<file path="config.mk">
export PLATFORM = sky130hd
export DESIGN_NAME = pulse_interval_power_meter_core
export DESIGN_NICKNAME = d
export VERILOG_FILES = /design/src/hdl/pipm_pkg.sv /design/src/hdl/pipm_alu.sv /design/src/hdl/pulse_interval_power_meter_core.sv
export SDC_FILE = /design/constraint.sdc
export NUM_CORES = 1
export LEC_CHECK = 0
export CORE_UTILIZATION = 35
export CTS_CLUSTER_DIAMETER = 100
export DETAILED_ROUTE_END_ITERATION = 10
export DONT_BUFFER_PORTS = 1
export PLACE_DENSITY_LB_ADDON = 0.05
export SLEW_MARGIN = 20
export SYNTH_ARGS = -nofsm -noshare
export SYNTH_HDL_FRONTEND = slang
export SYNTH_SLANG_ARGS = --single-unit
</file>
<file path="constraint.sdc">
create_clock -name clk -period 5.37 [get_ports clk]
set_input_delay 0.2685 -clock clk [delete_from_list [all_inputs] [get_ports clk]]
set_output_delay 0.2685 -clock clk [all_outputs]
set_load 0.01 [all_outputs]
</file>
<file path="src/hdl/pipm_pkg.sv">
`timescale 1ns / 1ps
// ----------------------------------------------------------------------------
// pipm_pkg
// Shared types and constants of the pulse-interval power meter.
// ----------------------------------------------------------------------------
package pipm_pkg;

  localparam int unsigned DATA_W   = 32;
  localparam int unsigned WATT_W   = 19;
  localparam int unsigned FUNC_W   = 2;
  localparam int unsigned CFG_IDX_W = 8;

  localparam logic [WATT_W-1:0] WATT_SCALE = WATT_W'(360000);
  localparam int unsigned       DIV_STEPS  = WATT_W;
  localparam int unsigned       DIV_CNT_W  = $clog2(DIV_STEPS);

  // event codes
  localparam logic [FUNC_W-1:0] FUNC_IMPULSE = 2'd0;
  localparam logic [FUNC_W-1:0] FUNC_POLL    = 2'd1;
  localparam logic [FUNC_W-1:0] FUNC_CLEAR   = 2'd2;

  // register indexes
  localparam logic [CFG_IDX_W-1:0] REG_MIN_INTERVAL = 8'd0;
  localparam logic [CFG_IDX_W-1:0] REG_MAX_INTERVAL = 8'd1;
  localparam logic [CFG_IDX_W-1:0] REG_MIN_BURST    = 8'd2;
  localparam logic [CFG_IDX_W-1:0] REG_STATUS_HOLD  = 8'd3;

  localparam logic [DATA_W-1:0] RST_MIN_INTERVAL = 32'd10;
  localparam logic [DATA_W-1:0] RST_MAX_INTERVAL = 32'd3600000;
  localparam logic [DATA_W-1:0] RST_MIN_BURST    = 32'd0;
  localparam logic [DATA_W-1:0] RST_STATUS_HOLD  = 32'd1000;

  typedef struct packed {
    logic [DATA_W-1:0] a;
    logic [DATA_W-1:0] b;
  } alu_op_t;

  typedef struct packed {
    logic [DATA_W-1:0] diff;
    logic              borrow;  // a < b
  } alu_res_t;

endpackage

</file>
<file path="src/hdl/pipm_alu.sv">
`timescale 1ns / 1ps
// ----------------------------------------------------------------------------
// pipm_alu
// Shared 32-bit subtractor: difference modulo 2^32 and unsigned a < b.
// ----------------------------------------------------------------------------
module pipm_alu
  import pipm_pkg::*;
(
  input  alu_op_t  op,
  output alu_res_t res
);

  logic [DATA_W:0] full;

  assign full       = {1'b0, op.a} - {1'b0, op.b};
  assign res.diff   = full[DATA_W-1:0];
  assign res.borrow = full[DATA_W];

endmodule

</file>
<file path="src/hdl/pulse_interval_power_meter_core.sv">
`timescale 1ns / 1ps
// ----------------------------------------------------------------------------
// pulse_interval_power_meter_core
// Steps: an impulse finds the gap, checks both limits, divides if in range and
// nonzero, then counts; a poll runs the burst test, then the hold test if no
// burst; clear and unused code go to output. Events are taken one at a time;
// one shared subtractor does one step per cycle, 19 of them for the quotient.
// Reset (rst_n low, synchronous): registers to defaults, readings cleared.
// ----------------------------------------------------------------------------
module pulse_interval_power_meter_core
  import pipm_pkg::*;
(
  input  logic                 clk,
  input  logic                 rst_n,

  input  logic                 cfg_we,
  input  logic [CFG_IDX_W-1:0] cfg_index,
  input  logic [DATA_W-1:0]    cfg_data,

  input  logic                 in_valid,
  output logic                 in_stall,
  input  logic [FUNC_W-1:0]    in_func,
  input  logic [DATA_W-1:0]    in_time_ms,

  output logic                 out_valid,
  input  logic                 out_stall,
  output logic [WATT_W-1:0]    out_watts,
  output logic [DATA_W-1:0]    out_impulse_total,
  output logic                 out_activity
);

  localparam logic [3:0] S_IDLE  = 4'd0;
  localparam logic [3:0] S_GAP   = 4'd1;
  localparam logic [3:0] S_MAX   = 4'd2;
  localparam logic [3:0] S_MIN   = 4'd3;
  localparam logic [3:0] S_DIV   = 4'd4;
  localparam logic [3:0] S_CNT   = 4'd5;
  localparam logic [3:0] S_BURST = 4'd6;
  localparam logic [3:0] S_BCMP  = 4'd7;
  localparam logic [3:0] S_HOLD  = 4'd8;
  localparam logic [3:0] S_HCMP  = 4'd9;
  localparam logic [3:0] S_OUT   = 4'd10;

  logic [3:0]           state_r;

  logic [DATA_W-1:0]    min_int_r, max_int_r, min_burst_r, hold_r;

  logic [DATA_W-1:0]    count_r, last_pulse_r, base_r, last_burst_r;
  logic [WATT_W-1:0]    watts_r;
  logic                 flag_r;

  logic [DATA_W-1:0]    time_r, gap_r, tmp_r;
  logic                 ok_r;
  logic [WATT_W-1:0]    rem_r, quo_r;
  logic [DIV_CNT_W-1:0] cnt_r;

  logic                 out_valid_r, out_flag_r;
  logic [WATT_W-1:0]    out_watts_r;
  logic [DATA_W-1:0]    out_total_r;

  alu_op_t              op;
  alu_res_t             res;
  logic [WATT_W:0]      shifted;
  logic                 out_free;

  pipm_alu u_alu (
    .op  (op),
    .res (res)
  );

  assign shifted  = {rem_r, quo_r[WATT_W-1]};
  assign out_free = !out_valid_r || !out_stall;

  always_comb begin
    op.a = time_r;
    op.b = last_pulse_r;
    case (state_r)
      S_GAP: begin
        op.a = time_r;
        op.b = last_pulse_r;
      end
      S_MAX: begin
        op.a = gap_r;
        op.b = max_int_r;
      end
      S_MIN: begin
        op.a = gap_r;
        op.b = min_int_r;
      end
      S_DIV: begin
        op.a = DATA_W'(shifted);
        op.b = gap_r;
      end
      S_CNT: begin
        op.a = count_r;
        op.b = '1;  // a - (2^32 - 1) = a + 1
      end
      S_BURST: begin
        op.a = count_r;
        op.b = base_r;
      end
      S_BCMP: begin
        op.a = min_burst_r;
        op.b = tmp_r;
      end
      S_HOLD: begin
        op.a = time_r;
        op.b = last_burst_r;
      end
      S_HCMP: begin
        op.a = tmp_r;
        op.b = hold_r;
      end
      default: begin
        op.a = time_r;
        op.b = last_pulse_r;
      end
    endcase
  end

  // sequencer and architectural state
  always_ff @(posedge clk) begin
    if (!rst_n) begin
      state_r      <= S_IDLE;
      min_int_r    <= RST_MIN_INTERVAL;
      max_int_r    <= RST_MAX_INTERVAL;
      min_burst_r  <= RST_MIN_BURST;
      hold_r       <= RST_STATUS_HOLD;
      count_r      <= '0;
      last_pulse_r <= '0;
      base_r       <= '0;
      last_burst_r <= '0;
      watts_r      <= '0;
      flag_r       <= 1'b0;
      out_valid_r  <= 1'b0;
    end else begin
      if (cfg_we) begin
        case (cfg_index)
          REG_MIN_INTERVAL: min_int_r   <= cfg_data;
          REG_MAX_INTERVAL: max_int_r   <= cfg_data;
          REG_MIN_BURST:    min_burst_r <= cfg_data;
          REG_STATUS_HOLD:  hold_r      <= cfg_data;
          default: ;
        endcase
      end

      if (state_r == S_OUT && out_free) begin
        out_valid_r <= 1'b1;
      end else if (!out_stall) begin
        out_valid_r <= 1'b0;
      end

      case (state_r)
        S_IDLE: begin
          if (in_valid) begin
            case (in_func)
              FUNC_IMPULSE: state_r <= S_GAP;
              FUNC_POLL:    state_r <= S_BURST;
              FUNC_CLEAR: begin
                watts_r <= '0;
                count_r <= '0;
                base_r  <= '0;
                state_r <= S_OUT;
              end
              default: state_r <= S_OUT;
            endcase
          end
        end
        S_GAP: state_r <= S_MAX;
        S_MAX: state_r <= S_MIN;
        S_MIN: begin
          last_pulse_r <= time_r;
          if (ok_r && !res.borrow) begin
            if (gap_r == '0) begin
              watts_r <= WATT_SCALE;
              state_r <= S_CNT;
            end else begin
              state_r <= S_DIV;
            end
          end else begin
            watts_r <= '0;
            state_r <= S_CNT;
          end
        end
        S_DIV: begin
          if (cnt_r == DIV_CNT_W'(DIV_STEPS - 1)) begin
            watts_r <= {quo_r[WATT_W-2:0], !res.borrow};
            state_r <= S_CNT;
          end
        end
        S_CNT: begin
          count_r <= res.diff;
          state_r <= S_OUT;
        end
        S_BURST: state_r <= S_BCMP;
        S_BCMP: begin
          if (res.borrow) begin
            base_r       <= count_r;
            last_burst_r <= time_r;
            flag_r       <= 1'b1;
            state_r      <= S_OUT;
          end else begin
            state_r <= S_HOLD;
          end
        end
        S_HOLD: state_r <= S_HCMP;
        S_HCMP: begin
          if (!res.borrow) begin
            flag_r <= 1'b0;
          end
          state_r <= S_OUT;
        end
        S_OUT: begin
          if (out_free) begin
            state_r <= S_IDLE;
          end
        end
        default: state_r <= S_IDLE;
      endcase
    end
  end

  // datapath scratch and output beat
  always_ff @(posedge clk) begin
    case (state_r)
      S_IDLE: begin
        if (in_valid) begin
          time_r <= in_time_ms;
        end
      end
      S_GAP: gap_r <= res.diff;
      S_MAX: ok_r  <= res.borrow;
      S_MIN: begin
        rem_r <= '0;
        quo_r <= WATT_SCALE;
        cnt_r <= '0;
      end
      S_DIV: begin
        rem_r <= res.borrow ? shifted[WATT_W-1:0] : res.diff[WATT_W-1:0];
        quo_r <= {quo_r[WATT_W-2:0], !res.borrow};
        cnt_r <= cnt_r + 1'b1;
      end
      S_BURST: tmp_r <= res.diff;
      S_HOLD:  tmp_r <= res.diff;
      default: ;
    endcase
    if (state_r == S_OUT && out_free) begin
      out_watts_r <= watts_r;
      out_total_r <= count_r;
      out_flag_r  <= flag_r;
    end
  end

  assign in_stall          = (state_r != S_IDLE);
  assign out_valid         = out_valid_r;
  assign out_watts         = out_watts_r;
  assign out_impulse_total = out_total_r;
  assign out_activity      = out_flag_r;

  a_rise_from_out: assert property (@(posedge clk) disable iff (!rst_n)
    $rose(out_valid_r) |-> $past(state_r) == S_OUT)
    else $error("result beat raised outside the output step");

  a_accept_busy: assert property (@(posedge clk) disable iff (!rst_n)
    (in_valid && !in_stall) |=> state_r != S_IDLE)
    else $error("accepted beat left the sequencer idle");

  a_watts_range: assert property (@(posedge clk) disable iff (!rst_n)
    (state_r == S_OUT) |-> watts_r <= WATT_SCALE)
    else $error("watts above full scale");

  a_div_count: assert property (@(posedge clk) disable iff (!rst_n)
    (state_r == S_DIV) |-> cnt_r < DIV_CNT_W'(DIV_STEPS))
    else $error("divider step count overrun");

endmodule

</file>
== Word-level counts from Yosys, hierarchy flattened ==
Index checks and enable logic that the tools add are counted.
Widths: inputs -> output; s select.
Cells by class
  mux-type cells: 29
  equal/unequal tests: 24
  reductions and logical operators: 29
  add/subtract/negate cells: 2
Operator list (count)
  $pmux 64 s8: 1
  $pmux 32 s2: 2
  $mux 19: 6
  $mux 32: 3
  $pmux 19 s2: 2
  $pmux 19 s3: 1
  $pmux 4 s10: 1
  $sub 32x32->33: 1
  $logic_not 32->1: 1
  $eq 4x3->1 const B: 4
  $eq 8x2->1 const B: 2
  $mux 4: 4
  $eq 4x4->1 const B: 3
  $reduce_and 2->1: 6
  $pmux 5 s2: 1
  $reduce_and 3->1: 3
  $eq 4x2->1 const B: 2
  $eq 8x1->1 const B: 1
  $logic_not 8->1: 1
  $ne 2x2->1 const B: 4
  $pmux 4 s2: 1
  $reduce_bool 2->1: 4
  $ne 2x1->1 const B: 3
  $add 5x1->5 const B: 1
  18 further kinds: 26
Word-level totals
  output and inout port bits: 54
  bits in registers: 473
  logic and storage cells: 106
  input bits: 79

== Depth between registers and ports, before layout ==
Gate-level depths: netlist of run 1.
  word-level depth: 7
  mapped depth: 22
  mapped depth without buffers: 16

== Modules after synthesis ==
A second synthesis of run 1 with hierarchy kept.
Unflattened totals
  cells, all modules: 2125
  area, all modules: 20913.8 um2
Modules (own cells, without submodules)
  pulse_interval_power_meter_core: cells each 1886, seq. area each 11390.9 um2, area each 19199.7 um2, instances 1
  pipm_alu: cells each 239, seq. area each 0.0 um2, area each 1714.1 um2, instances 1

== Least setup slack after synthesis of run 1 ==
Ideal clock, no wire load.
  path kind: register to register
  from: reg state_r[2]
  to: reg rem_r[10], data pin
  stages on the path, launching flop included: 18
  path slack: 1.023 ns
  library setup time: 0.266 ns
  required time: 5.104 ns
  path buffers: 6
  data arrival time: 4.081 ns
  clock period less this slack: 4.347 ns
  cells stage by stage: dfxtp_1 clkbuf_1 nand2b_1 clkbuf_1 nor3_1 clkbuf_1 buf_1 a22oi_1 nand3_1 ha_1 a2111oi_1 a21o_1 a211oi_2 nor3_2 buf_6 buf_2 mux2i_1 nor2_1
On the way
  cells in the longest elaborated chain, start to end: 5
  elaborated cells between the ends (all ways): 12
  those cells by class: add/sub: 1; eq/ne: 8; mux: 3
RTL lines
  from (decl): line pulse_interval_power_meter_core.sv:44  | logic [3:0] state_r;
  from (signal assigned): line pulse_interval_power_meter_core.sv:124  | state_r <= S_IDLE;
  from (signal assigned): line pulse_interval_power_meter_core.sv:157  | FUNC_IMPULSE: state_r <= S_GAP;
  from (signal assigned): line pulse_interval_power_meter_core.sv:158  | FUNC_POLL: state_r <= S_BURST;
  $eq 4x4->1 (tied with other cells): line pulse_interval_power_meter_core.sv:77  | case (state_r)
  $pmux 64 s8: line pulse_interval_power_meter_core.sv:77
  $sub 32x32->33: line pipm_alu.sv:15  | assign full = {1'b0, op.a} - {1'b0, op.b};
  $mux 19: line pulse_interval_power_meter_core.sv:239  | rem_r <= res.borrow ? shifted[WATT_W-1:0] : res.diff[WATT_W-1:0];
  $pmux 19 s2 *: line pulse_interval_power_meter_core.sv:225  | case (state_r)
  to (signal assigned): line pulse_interval_power_meter_core.sv:239
  to (decl): line pulse_interval_power_meter_core.sv:54  | logic [WATT_W-1:0] rem_r, quo_r;
Every way passes the cells marked *; elsewhere a longest branch is shown, timed or not.
A chain may end at the register's enable or synchronous reset.

== Worst setup path in the final report of run 1 ==
  from: reg state_r[3]
  to: reg count_r[29]
On the way
  cells in the longest elaborated chain, start to end: 4
  elaborated cells between the ends (all ways): 16
  those cells by class: add/sub: 1; eq/ne: 10; mux: 2; reduce/logical: 3
RTL lines
  $eq 4x4->1 (tied with other cells): line pulse_interval_power_meter_core.sv:77
  $pmux 64 s8: line pulse_interval_power_meter_core.sv:77
  $sub 32x32->33: line pipm_alu.sv:15
  $pmux 32 s2: line pulse_interval_power_meter_core.sv:153  | case (state_r)
  to (signal assigned): line pulse_interval_power_meter_core.sv:192  | count_r <= res.diff;
  to (decl): line pulse_interval_power_meter_core.sv:48  | logic [DATA_W-1:0] count_r, last_pulse_r, base_r, last_burst_r;
Parallel ways exist; a longest one is shown, timed or not.

==> results of run 1 <==
[what timing repair did]
action | CTS | global route
setup buffers | 0 | 0
hold buffers | 69 | 1
hold endpoints to repair | 313 | 10
[tightest hold or removal path, stage by stage]
cell,delay [ns]
nor2_2,0.17
nand2_1,0.12
a21boi_0,0.07
[worst max-delay path by stage]
| stage | cells after the start | endpoint | from | slack [ns] |
|---|---|---|---|---|
| 6_report | 16 | count_r[29] | state_r[3] | 0.27 |
| 5_1_grt | 16 | count_r[29] | state_r[3] | 0.01 |
| 4_1_cts | 16 | count_r[29] | state_r[3] | 0.35 |
| 3_5_place_dp | 16 | count_r[29] | state_r[3] | 0.40 |
| 3_3_place_gp | 16 | count_r[29] | state_r[1] | 0.45 |
| 2_1_floorplan | 17 | rem_r[10] | state_r[2] | 1.02 |
[power breakdown]
part / internal [µW] / switching [µW]
Sequential: 4980 / 576
Clock: 2140 / 1540
Combinational: 2940 / 5860
[final cells by class]
cell class	instances	area share
flip-flops and latches	473	0.458
multi-input cells	1554	0.370
clock buffers	84	0.0643
repair buffers	142	0.0583
well taps	782	0.0394
clock inverters	19	0.00654
inverters	21	0.00317
diodes	1	0.000101
[through the flow]
step | util | hold WS, ns | area, µm² | setup slack (ns) | total power, µW
after floorplan | - | 0.367 | 21300 | 1.02 | 10700
after global placement | 0.370 | 0.367 | 22300 | 0.448 | 14100
after detailed placement | 0.370 | 0.367 | 22300 | 0.398 | 14000
after CTS | 0.411 | 0.0412 | 24800 | 0.352 | 17900
after global routing | 0.413 | 0.0723 | 24900 | 0.0110 | 19000
final | 0.413 | 0.0663 | 24900 | 0.271 | 18000
[kinds of logic (layout without fill, tap and decap cells)]
| kind of cell | Yosys count | after routing | share of synthesized area |
|---|---|---|---|
| XOR/XNOR | 31 | 31 | 0.0128 |
| AO/OA/AOI/OAI | 605 | 605 | 0.205 |
| multiplexers | 17 | 17 | 0.00805 |
| other | 0 | 1 | 0 |
| flip-flops | 473 | 473 | 0.535 |
| AND/OR/NAND/NOR | 866 | 866 | 0.182 |
| adder cells (fa/ha/maj) | 35 | 35 | 0.0209 |
| buffers and inverters | 192 | 266 | 0.0370 |
[metal layers]
| metal | wire, µm | up-vias |
|---|---|---|
| met2 | 30300 | 775 |
| met5 | 11 | - |
| met1 | 39100 | 8458 |
| met4 | 1010 | 2 |
| met3 | 8040 | 79 |
| li1 | - | 8100 |
[layout by cell type, fill, tap and decap left out, types with 9 or more instances in the layout]
| master | count |
|---|---|
| buf_12 | 12 |
| mux2i_1 | 16 |
| clkbuf_16 | 57 |
| dlygate4sd3_1 | 69 |
| inv_1 | 21 |
| nand2_1 | 464 |
| o21ai_1 | 11 |
| and3_1 | 15 |
| xor2_1 | 9 |
| dfxtp_1 | 281 |
| a21boi_1 | 28 |
| nor4_1 | 11 |
| nand3_1 | 164 |
| nand2b_1 | 20 |
| edfxtp_1 | 192 |
| nor3b_1 | 12 |
| a22oi_1 | 114 |
| buf_4 | 58 |
| ha_1 | 34 |
| a21o_1 | 10 |
| nand3_2 | 10 |
| nor2b_1 | 13 |
| a21boi_0 | 170 |
| xnor2_1 | 22 |
| a22o_1 | 28 |
| o21ai_0 | 53 |
| clkbuf_1 | 20 |
| nor2_1 | 98 |
| a21oi_1 | 86 |
| nand4_1 | 12 |
| a222oi_1 | 40 |
==> out/metrics.cfg, run 1 <==
[critical_path]
critPathMaxFanout = 24
endpoint_kind = register
worstPathArrival_ns = 5.64
crit_family = simple AND/OR/NAND/NOR gates
critPathLaunchType = register
crit_chain = nand2b_1 -> nor2_4 -> buf_12 -> a22oi_1 -> nand3_1 -> nor2_1 -> ha_1 -> o211ai_1 -> a21boi_0 -> o21a_1 -> o31ai_1 -> buf_4 -> o21ai_1 -> a21oi_1 -> or4b_2 -> nand3_1
max_stage_delay_ns = 0.71
slowest_stage = dfxtp_1
rrSetupSlack_ns = 0.27
reg2reg_from = state_r[3]
r2r-end = count_r[29]
r2r_cells = 16
critPathBufInv = 2
crit_type = reg -> reg
worstPathRequired_ns = 5.91
path_common_cell = nand3_1

[final_layout]
multi_input_area_um2 = 9200
area_growth_pct = 16.7
finalNonFillerCells = 3076
drive_gt1_frac = 0.0850
layout.nets = 2361
regArea_um2 = 11400
n_fill_cell = 5841

[synthesis]
synth_edf_count = 192
ys_ff_latch = 473
yosysWarnings = 0
async_flop_share = 0
synth.area.top_cells = edfxtp_1, dfxtp_1, nand2_1, a21boi_0, a22oi_1
synth_top_area_frac = 0.271
synthesis.area_um2 = 21300
synth_top_cell_by_area = edfxtp_1
syn_nets = 2333
synth_most_common_cell = nand2_1
yosysUniqueCellTypes = 75
synth_cells = 2219
yosys-top-cells-count = nand2_1, dfxtp_1, edfxtp_1
yosysSeqAreaShare = 0.535
ys.flop_type = dfxtp_1
synth_area_per_cell_um2 = 9.60

[worst_hold_path]
hp-start = cfg_index[0]
hold_path_class = in -> reg
holdPathEnd = min_burst_r[20]
min_path_cells = 3

[timing]
fmax_mhz = 196
slew_violations = 0
rsz0062_at_grt = no
slew-limit-headroom = 0.241
clock_skew_ns = 0.0408
fin_crit_sh = 0.950
period_needed_ns = 5.10
setup_viol = 0
tns_ns = 0
hold_viol = 0
worst_pin_slew_ns = 1.14

[global_routing]
grt_pass1_wl_mm = 115
grt_util_met2 = 0.332
grt.total_usage = 0.249
antenna_found_initial = 3
use_met1 = 0.394
met3_usage = 0.0697
busiest_layer = met1
overflow = 0
grt_pass1_vias = 16500
grt_start_max_net_pins = 330

[routing]
drt_iter0_drc = 2041
vias_per_cell = 5.66
drc_errors = 0
ant_nets = 0
totalWireLength_mm = 78.4
drt_first_pass_iters = 6
vias = 17400
routedWlPerCell_um = 25.5

[status]
status = completed

[clock_network]
insertion_delay_ns = 0.62
cts_buffers = 55
clk_path_buf_depth = 3
clock_sinks = 473
clk_pin_slew_ns = 0.07
cts_resized = 0
cts_tree = built
cts_root_buf = clkbuf_16
htree_num_levels = 2

[pwr]
peakVddDrop_uv = 415
p_leak_uw = 0.00842
p_per_area_nw_per_um2 = 726

[placement]
dpl.hpwl_mm = 53.3
dp_cells = 2900
port-buffer-count = 0
gp_congestion = 0.939

[floorplanning]
start_util = 0.353
die_area_um2 = 61800
rows = 90
pin_count = 133
core_area_um2 = 60200
die_height_um = 249
die_x_um = 249

[flow_run]
maxCapViolCount = 0

Power figures use the tool's default switching activity.
==> inputs of run 2 (changes only) <==
==> constraint.sdc (replaced) <==
create_clock -name clk -period 5.37 [get_ports clk]
set_input_delay 0 -clock clk [delete_from_list [all_inputs] [get_ports clk]]
set_output_delay 0 -clock clk [all_outputs]
set_load 0.01 [all_outputs]
==> run 2 against run 1 <==
Net effect:
- clock skew barely moved
- sequential share of layout area fell by 0.99 points
- total power rose by 0.35%
- non-clock buffer count rose by 55
- design area rose by 2.2%
- clock power barely moved
- fmax fell by 0.24%
- highest routed layer unchanged
==> out/metrics.cfg, run 2 (synthesized netlist as in run 1, its figures left out) <==
[critical_path]
crit_type = reg -> reg
endpoint_kind = register
slowest_stage = dfxtp_1
critPathMaxFanout = 24  ; unchanged
max_stage_delay_ns = 0.70  ; about the same
critPathLaunchType = register
worstPathArrival_ns = 5.44  ; -0.20 ns
crit_chain = nand2b_1 -> nor2_4 -> buf_12 -> a22oi_1 -> nand3_1 -> nor2_1 -> ha_1 -> a21o_1 -> a211o_1 -> o21a_1 -> o31ai_1 -> buf_4 -> o21ai_1 -> a21boi_0 -> xnor2_1
worstPathRequired_ns = 5.70  ; -0.21 ns
rrSetupSlack_ns = 0.26  ; about the same

[floorplanning]
pin_count = 133  ; unchanged
core_area_um2 = 60200  ; unchanged
start_util = 0.353  ; unchanged
die_x_um = 249  ; unchanged
die_height_um = 249  ; unchanged
rows = 90  ; unchanged
die_area_um2 = 61800  ; unchanged

[timing]
hold_viol = 0  ; unchanged
finalWorstSetupSlack_ns = 0.259  ; -0.0122 ns
setup_viol = 0  ; unchanged
tns_ns = 0  ; unchanged
worst_pin_slew_ns = 1.14  ; +0.00214 ns
slew-limit-headroom = 0.240  ; -0.00142
rsz0062_at_grt = no
fmax_mhz = 196  ; -0.24%
whs_ns = 0.0172  ; -0.0491 ns
slew_violations = 0  ; unchanged
period_needed_ns = 5.11  ; +0.0122 ns
fin_crit_sh = 0.952  ; +0.00227
clock_skew_ns = 0.0406  ; -0.000239 ns

[final_layout]
layout_common_cells = nand2_1, dfxtp_1, edfxtp_1, a21boi_0, nand3_1
final_common_cell = nand2_1
multi_input_area_um2 = 9200  ; unchanged
drive_gt1_frac = 0.0830  ; -0.00199
n_fill_cell = 5812  ; -0.50%
area_growth_pct = 19.3
layout.nets = 2416  ; +2.3%
finalNonFillerCells = 3131  ; +1.8%
finish.instance_area_um2 = 25400  ; +2.2%
regArea_um2 = 11400  ; unchanged

[routing]
routedWlPerCell_um = 25.2  ; -1.0%
vias_per_cell = 5.66  ; about the same
ant_nets = 0  ; unchanged
drt_iter0_drc = 2016  ; -1.2%
vias = 17700  ; +1.8%
drc_errors = 0  ; unchanged
totalWireLength_mm = 79.0  ; +0.74%
drt_first_pass_iters = 9  ; +3

[pwr]
p_leak_uw = 0.00864  ; +2.6%
p_seq_frac = 0.307  ; about the same
clockPowerShare = 0.204  ; about the same
comb_power_share = 0.489  ; about the same
p_sw_uw = 8010  ; +0.32%
intPower_uw = 10100  ; +0.37%
p_per_area_nw_per_um2 = 713  ; -1.8%
switching_share = 0.442  ; about the same
peakVddDrop_uv = 416  ; +0.30%

[global_routing]
grt_pass1_wl_mm = 116  ; +0.85%
grt.total_usage = 0.251  ; +0.00173
antenna_found_initial = 3  ; unchanged
grt_pass1_vias = 16800  ; +1.6%
grt_start_max_net_pins = 331  ; +0.30%
overflow = 0  ; unchanged

[flow_run]
maxCapViolCount = 0  ; unchanged

[clock_network]
clk_pin_slew_ns = 0.07  ; about the same
clock_sinks = 473  ; unchanged
cts_root_buf = clkbuf_16
post_cts_buffers = 0  ; unchanged
cts_tree = built
cts_buffers = 55  ; unchanged
clk_path_buf_depth = 3  ; unchanged
insertion_delay_ns = 0.62  ; about the same
htree_num_levels = 2  ; unchanged

[placement]
port-buffer-count = 0  ; unchanged
dp_cells = 2900  ; unchanged
gp_congestion = 0.939  ; unchanged
dpl.hpwl_mm = 53.3  ; unchanged
placed_area_um2 = 22300  ; unchanged
pre_cts_ws_ns = 0.398  ; unchanged

[worst_hold_path]
hold_path_class = in -> reg

[status]
status = completed

## run 2: cell count changes in the layout (fill, tap and decap cells not counted)
cell / delta
dlygate4sd3_1: +55
## run 2: critical path: cells and delay by family, from the launching register on
| family | cells | cell delay, ns |
|---|---|---|
| buf+inv | 2 | 0.44 |
| fa+ha+maj | 1 | 0.36 |
| simple gates | 4 | 1.14 |
| compound gates | 7 | 1.87 |
| flops | 1 | 0.70 |
| xor+xnor | 1 | 0.25 |
## run 2: metrics by stage
step	power [µW]	utilization
floorplan	10700	-
global placement	14100	0.370
detailed placement	14000	0.370
CTS	18000	0.421
global route	19100	0.422
finish	18100	0.422
## run 2: path summary, 6_finish.rpt
kind	cells after the start	startpoint	endpoint
worst max-delay path	15	state_r[3]	tmp_r[25]
worst min-delay path	1	in_time_ms[31]	time_r[31]
worst max register to register	15	state_r[3]	tmp_r[25]
worst min register to register	0	watts_r[4]	out_watts[4]
## run 2: layout make-up
type	count	share of cell area
Sequential cell	473	0.448
Multi-Input combinational cell	1554	0.362
Timing Repair Buffer	197	0.0787
Clock buffer	84	0.0629
Tap cell	782	0.0385
Clock inverter	19	0.00640
Inverter	21	0.00310
Antenna cell	1	0.0000985
## run 2: timing repair
item                                    4_1_cts  5_1_grt
gates resized for setup                       0        0
endpoints found under the setup margin        0        0
hold buffers                                124        1
endpoints found under the hold margin       346       91
## run 2: per-layer routing
metal  vias up  share of wire  track usage
met3        88           0.10       0.0703
li1       8208              -            -
met4         2          0.013       0.0458
met2       800           0.39        0.337
met1      8626           0.50        0.394
met5         -        0.00014            0
## run 2: power by group through the flow
stage	registers [µW]	clock network [µW]	logic, µW
after floorplan	5280	0	5400
after global placement	5610	0	8510
after detailed placement	5590	0	8450
after CTS	5530	3770	8660
after global routing	5600	3920	9540
final	5550	3690	8860
